$ cat config.mk
export PLATFORM = sky130hd
export DESIGN_NAME = htbd_ctrl
export DESIGN_NICKNAME = d
export VERILOG_FILES = /design/src/hw/rtl/htbd_pkg.sv /design/src/hw/rtl/htbd_ctrl.sv
export SDC_FILE = /design/constraint.sdc
export NUM_CORES = 1
export LEC_CHECK = 0
export BUFFER_PORTS_ARGS = -buffer_cell sky130_fd_sc_hd__clkbuf_2
export CAP_MARGIN = 10
export CELL_PAD_IN_SITES_DETAIL_PLACEMENT = 0
export CELL_PAD_IN_SITES_GLOBAL_PLACEMENT = 1
export CORE_AREA = 3 3 40 42
export CTS_CLUSTER_SIZE = 30
export DETAILED_ROUTE_END_ITERATION = 10
export DIE_AREA = 0 0 43 45
export GPL_ROUTABILITY_DRIVEN = 0
export PLACE_DENSITY = 0.68
export SKIP_LAST_GASP = 1
export SLEW_MARGIN = 40
export SYNTH_ARGS = -nofsm -noshare
export SYNTH_HDL_FRONTEND = slang
export SYNTH_SLANG_ARGS = --single-unit
$ cat constraint.sdc
create_clock -name i_clk -period 2.97 [get_ports i_clk]
set_input_delay 0.4455 -clock i_clk [delete_from_list [all_inputs] [get_ports i_clk]]
set_output_delay 0.4455 -clock i_clk [all_outputs]
set_load 0.02 [all_outputs]
$ cat src/hw/rtl/htbd_pkg.sv
package htbd_pkg;

    // table geometry
    localparam int NODE_COUNT    = 512;
    localparam int ADDR_W        = $clog2(NODE_COUNT);
    localparam int IDX_W         = 9;
    localparam int SYM_W         = 8;
    localparam int CFG_W         = 32;
    localparam int BITS_PER_BYTE = 8;
    localparam int BIT_CNT_W     = $clog2(BITS_PER_BYTE);

    // item kinds
    typedef enum logic [0:0] {
        KIND_NODE = 1'b0,
        KIND_BYTE = 1'b1
    } t_kind;

    // configuration register indexes
    typedef enum logic [0:0] {
        CFG_ROOT_NODE    = 1'b0,
        CFG_SYMBOL_COUNT = 1'b1
    } t_cfg_idx;

    // node table entry
    typedef struct packed {
        logic             is_leaf;
        logic [SYM_W-1:0] symbol;
        logic [IDX_W-1:0] one_child;
        logic [IDX_W-1:0] zero_child;
    } t_node;

    localparam int NODE_W = $bits(t_node);

    // input word
    typedef struct packed {
        t_kind            kind;
        logic [IDX_W-1:0] node_index;
        logic             node_is_leaf;
        logic [IDX_W-1:0] node_zero_child;
        logic [IDX_W-1:0] node_one_child;
        logic [SYM_W-1:0] node_symbol;
        logic [7:0]       data_byte;
    } t_in_item;

    // output word
    typedef struct packed {
        logic [SYM_W-1:0] symbol;
        logic             last_of_run;
        logic             all_decoded;
    } t_out_item;

    // table read address source
    typedef enum logic [1:0] {
        RD_NONE  = 2'd0,
        RD_CUR   = 2'd1,
        RD_ROOT  = 2'd2,
        RD_CHILD = 2'd3
    } t_rd_sel;

    // controller to datapath
    typedef struct packed {
        logic    node_wr;
        logic    start;
        t_rd_sel rd_sel;
        logic    step;
        logic    flush;
    } t_cmd;

    // datapath to controller
    typedef struct packed {
        logic rem_zero;
        logic rem_one;
        logic leaf;
        logic last_bit;
        logic pend_valid;
        logic out_free;
    } t_status;

    // node index lies inside the table
    function automatic logic idx_ok(input logic [IDX_W-1:0] idx);
        return int'(idx) < NODE_COUNT;
    endfunction

    // node index to table address
    function automatic logic [ADDR_W-1:0] to_addr(input logic [IDX_W-1:0] idx);
        return ADDR_W'(idx);
    endfunction

endpackage

$ cat src/hw/rtl/htbd_ctrl.sv
module htbd_ctrl (
    input  logic             i_clk,
    input  logic             i_rst_n,
    input  logic             i_in_valid,
    output logic             o_in_ready,
    input  htbd_pkg::t_kind  i_in_kind,
    input  htbd_pkg::t_status i_status,
    output htbd_pkg::t_cmd   o_cmd
);

    import htbd_pkg::*;

    typedef enum logic [3:0] {
        S_IDLE  = 4'b0001,
        S_CUR   = 4'b0010,
        S_CHILD = 4'b0100,
        S_FLUSH = 4'b1000
    } t_state;

    t_state r_state, n_state;
    logic   stall;

    // a leaf cannot be taken while the pending symbol has nowhere to go
    assign stall = i_status.leaf && i_status.pend_valid && !i_status.out_free;

    // next state and commands
    always_comb begin
        n_state    = r_state;
        o_cmd      = '0;
        o_in_ready = 1'b0;
        unique case (r_state)
            S_IDLE: begin
                o_in_ready = 1'b1;
                if (i_in_valid) begin
                    if (i_in_kind == KIND_NODE) begin
                        o_cmd.node_wr = 1'b1;
                    end else if (!i_status.rem_zero) begin
                        o_cmd.start  = 1'b1;
                        o_cmd.rd_sel = RD_CUR;
                        n_state      = S_CUR;
                    end
                end
            end
            S_CUR: begin
                // current entry in hand: fetch the child for this bit
                o_cmd.rd_sel = RD_CHILD;
                n_state      = S_CHILD;
            end
            S_CHILD: begin
                if (!stall) begin
                    o_cmd.step = 1'b1;
                    if (i_status.last_bit || (i_status.leaf && i_status.rem_one)) begin
                        n_state = S_FLUSH;
                    end else if (i_status.leaf) begin
                        o_cmd.rd_sel = RD_ROOT;
                        n_state      = S_CUR;
                    end else begin
                        o_cmd.rd_sel = RD_CHILD;
                    end
                end
            end
            S_FLUSH: begin
                if (!i_status.pend_valid) begin
                    n_state = S_IDLE;
                end else if (i_status.out_free) begin
                    o_cmd.flush = 1'b1;
                    n_state     = S_IDLE;
                end
            end
            default: begin
                n_state = S_IDLE;
            end
        endcase
    end

    // state register
    always_ff @(posedge i_clk) begin
        if (!i_rst_n) begin
            r_state <= S_IDLE;
        end else begin
            r_state <= n_state;
        end
    end

endmodule

After elaboration in Yosys (flattened, before gate mapping)

Index checks and enable logic that the tools add are counted.

Input bits: 10
Output and inout bits: 7
Memories kept: 0
ROM bits: 0
Bits in writable memories: 0
Logic and storage cells: 40
Register bits after elaboration: 4
Bits in latches: 0

Multiplexer cells: 23
Divide/modulo/power cells: 0
Shift-type cells: 0
Eq/ne operators: 10
$mul: 0
Reductions and logical operators: 6
Bitwise gates (word level): 0
Add/sub/neg operators: 0
Magnitude comparators: 0

Operator list:

| cell                                                                   | count |
|---|---|
| 4-bit 2-to-1 mux                                                       | 9 |
| 4-bit one-hot mux with 4 select lines                                  | 1 |
| 3-bit 2-to-1 mux                                                       | 3 |
| 2-bit != test (second input constant)                                  | 4 |
| 1-bit 2-to-1 mux                                                       | 7 |
| 3-bit != test (second input constant)                                  | 2 |
| 2-bit one-hot mux with 3 select lines                                  | 1 |
| 6-bit AND reduction                                                    | 1 |
| 4-bit by 1-bit equality test with 1-bit output (second input constant) | 1 |
| 4-bit by 2-bit equality test with 1-bit output (second input constant) | 1 |
| 4-bit by 3-bit equality test with 1-bit output (second input constant) | 1 |
| 4-bit equality test (second input constant)                            | 1 |
| 2-bit 2-to-1 mux                                                       | 2 |
| 1-bit logical AND                                                      | 3 |
| 1-bit zero test                                                        | 1 |
| 1-bit logical OR                                                       | 1 |

Depth between registers and ports, before layout

Depth after elaboration: 5
Mapped depth: 4
Mapped depth without buffers: 4

Least setup slack after synthesis

No wires, ideal clock.

Path type: register -> output
Start point: register r_state[3]
End point: output port o_cmd[3] in the netlist's numbering
Arrival: 1595 ps
Buffers on the path: 0
Cell stages (with the launch flop): 5
Setup slack: 929 ps
Path through: dfxtp_1 > or4b_4 > a31oi_1 > nand2b_1 > nand2_1

RTL lines:

| item                   | line            | RTL |
|---|---|---|
| from (decl)            | htbd_ctrl.sv:20 | `t_state r_state, n_state;` |
| from (signal assigned) | htbd_ctrl.sv:81 | `r_state <= n_state;` |
| to (decl)              | htbd_ctrl.sv:8  | `output htbd_pkg::t_cmd o_cmd` |

==> flow_summary_export.csv <==
group,metric,value,unit
synth,synth.top_cells.by_area,"dfxtp_1 (26%), or4b_4 (9.0%), nand2_1 (7.3%)",
synth,synth_seq_cells,4,
drt,maxUsedRoutingLayer,"met3",
power_and_ir_drop,switching_share,39.8,%
synth,async_flop_share,0,%
global_routing,grtUsageTotal,9.91,%
final_layout,diodes,0,
timing,fmax,478,MHz
drt,drtIter0Drc,5,
timing,worst_slew_pin_slew,0.357,ns
drt,wl_met1,396,microns
synth,synth.most_common_cell,"nand2_1",
final_layout,largest_register,"r_state",
clock_tree,cts_made_buffers,3,
timing,fin_hold_ws,0.459,ns
final_layout,fin_nets,70,
timing,finalCritPeriodShare,70.5,%
floorplan,core_area,0.00128,sq mm
synth,seq_area_frac_synth,26.1,%
global_routing,grt_overflow,0,
synth,avgSynthCellArea,7.86,sq um
timing,period_needed,2.09,ns
power_and_ir_drop,p_comb_share,48.4,%
power_and_ir_drop,p_seq_share,28.3,%
final_layout,syn_to_final_growth,39.6,%
drt,ant_nets,0,
final_layout,layoutNonFillerInstCount,73,
final_layout,drive_above_1_share,39.7,%
timing,finalHoldViolCount,0,
drt,first_pass_iters,2,
global_routing,grt_pass1_wl,1420,microns
power_and_ir_drop,p_per_area,663,mW/mm^2
synth,syn-num-nets,49,
critical_path,required,2.52,ns
clock_tree,cts-resized-gates,0,
clock_tree,clock_latency,0.23,ns
timing,finClkSkew,0.00170,ns
clock_tree,cts.sinks,4,
placed_design,pre_cts_ws,1.12,ns
synth,netlist_instances,39,
critical_path,crit_chain,"or4b_4, a31oi_1, nand2b_1, nand2_1, clkbuf_2",
clock_tree,cts_root_buffer,"clkbuf_4",
floorplan,dieArea,0.00194,sq mm
drt,wl_per_cell,10.8,microns
floorplan,start_util,23.9,%
critical_path,crit_slowest_cell,"or4b_4",
power_and_ir_drop,power.switching,0.000113,W
clock_tree,cts_hold_buf,0,
power_and_ir_drop,peakVddDrop,273,uV
placed_design,dp.cells,70,
critical_path,r2r_cells,4,
power_and_ir_drop,p_leak,0.206,nW
final_layout,largestRegisters,"r_state (4)",
floorplan,row_count,13,
drt,routed_wl,786,microns
timing,setup_viol,0,
power_and_ir_drop,pwr-share-clk,23.4,%
final_layout,largest_register_ffs,4,
global_routing,grt_max_degree,7,
floorplan,num_io_pins,17,
synth,synth_top_area_share,26.1,%
global_routing,grt_pass1_vias,339,
clock_tree,cts_tree,"yes",
timing,relSlewSlack,76.0,%
timing,drv_slew,0,
clock_tree,cts_max_level,1,
floorplan,die_w,43,microns
synth,synth-main-ff-cell,"dfxtp_1",
drt,dr_wl_met2,325,microns
critical_path,max_stage_delay,0.58,ns
floorplan,die_height,45,microns
clock_tree,clk_path_buf_depth,2,
timing,rsz0062_at_grt,"no",
placed_design,place_hpwl,642,microns
run_status,status,"complete, no violations",
synth,ys_warn_count,0,
drt,vias,353,
clock_tree,path_clk_slew,0.04,ns
drt,route.met3.wl,64,microns
drt,detail_route.vias_per_cell,4.84,
critical_path,path_class,"reg2out",
synth,ys_types,24,
synth,netlist_area,307,sq um
synth,synth_area_leader_cell,"dfxtp_1",
clock_tree,cts_setup_buffers,0,
placed_design,port_buffers,16,
global_routing,antenna_found_initial,0,
min_path,min_path_type,"in2reg",
critical_path,cp-end-kind,"output pin",
critical_path,cp-start-kind,"register",
timing,setup_tns,0,ns
synth,yosys-top-cells-count,"nand2_1 (6), dfxtp_1 (4), inv_1 (4)",
drt,drc_errors,0,
critical_path,arrival,1.65,ns
synth,synth_edf_count,0,
power_and_ir_drop,p_int,0.000171,W
run,max-cap-violations,0,
min_path,hold_depth,2,
timing,fin_ws,0.876,ns
critical_path,cp_max_fo,6,
critical path: cells and delay by family (launching register included):
family	cells	cell delay [ns]
and+or+nand+nor	3	0.71
buffers and inverters	1	0.16
DFF	1	0.34
AOI/OAI and AO/OA	1	0.20
metrics by stage:
stage	utilization (%)	power [W]	area, sq um
after global placement	31.5	0.000223	405
after CTS	33.3	0.000290	428
after detailed placement	31.5	0.000219	405
final	33.3	0.000284	428
after floorplan	-	0.000178	307
after global routing	33.3	0.000309	428
cell families (layout without fill, tap and decap cells):
logic type	Yosys count	count (layout)	synth area share, %
compound gates	7	7	14.7
mux	1	1	3.27
simple gates	23	23	51.0
flops	4	4	26.1
buf+inv	4	23	4.90
final cells by class:
type                       count  area (sq um)
fill                         146           857
clock buffer                   3          22.5
sequential                     4          80.1
tap                           15          18.8
multi-input combinational     31           211
inverter                       4          15.0
timing repair buffer          16          80.1
placed cells by master, fill, tap and decap left out, types with 2 or more instances in the layout:
cell / count
nand3b_1: 2
clkbuf_2: 16
nand2_1: 6
or4b_4: 2
inv_1: 4
clkbuf_4: 3
nor2_1: 2
dfxtp_1: 4
nor3b_1: 2
layer usage:
metal,up-vias,GRT usage (%)
met5,-,0
met4,0,7.23
met3,0,3.98
met2,15,12.9
met1,153,13.0
li1,185,-
power by group through the flow:
stage                     clock [W]  sequential (W)  combinational, W
after global routing      0.0000738       0.0000824          0.000153
after global placement            0       0.0000814          0.000142
after detailed placement          0       0.0000809          0.000138
final                     0.0000662       0.0000802          0.000137
after floorplan                   0       0.0000767          0.000101
after CTS                 0.0000706       0.0000804          0.000139
worst paths after layout:
path	startpoint	endpoint	slack, ns
min	i_rst_n	r_state[0]	0.46
min reg2reg	r_state[2]	r_state[2]	0.51
max	r_state[3]	o_cmd[3]	0.88
max reg2reg	r_state[3]	r_state[1]	1.43
Power figures use the tool's default switching activity.
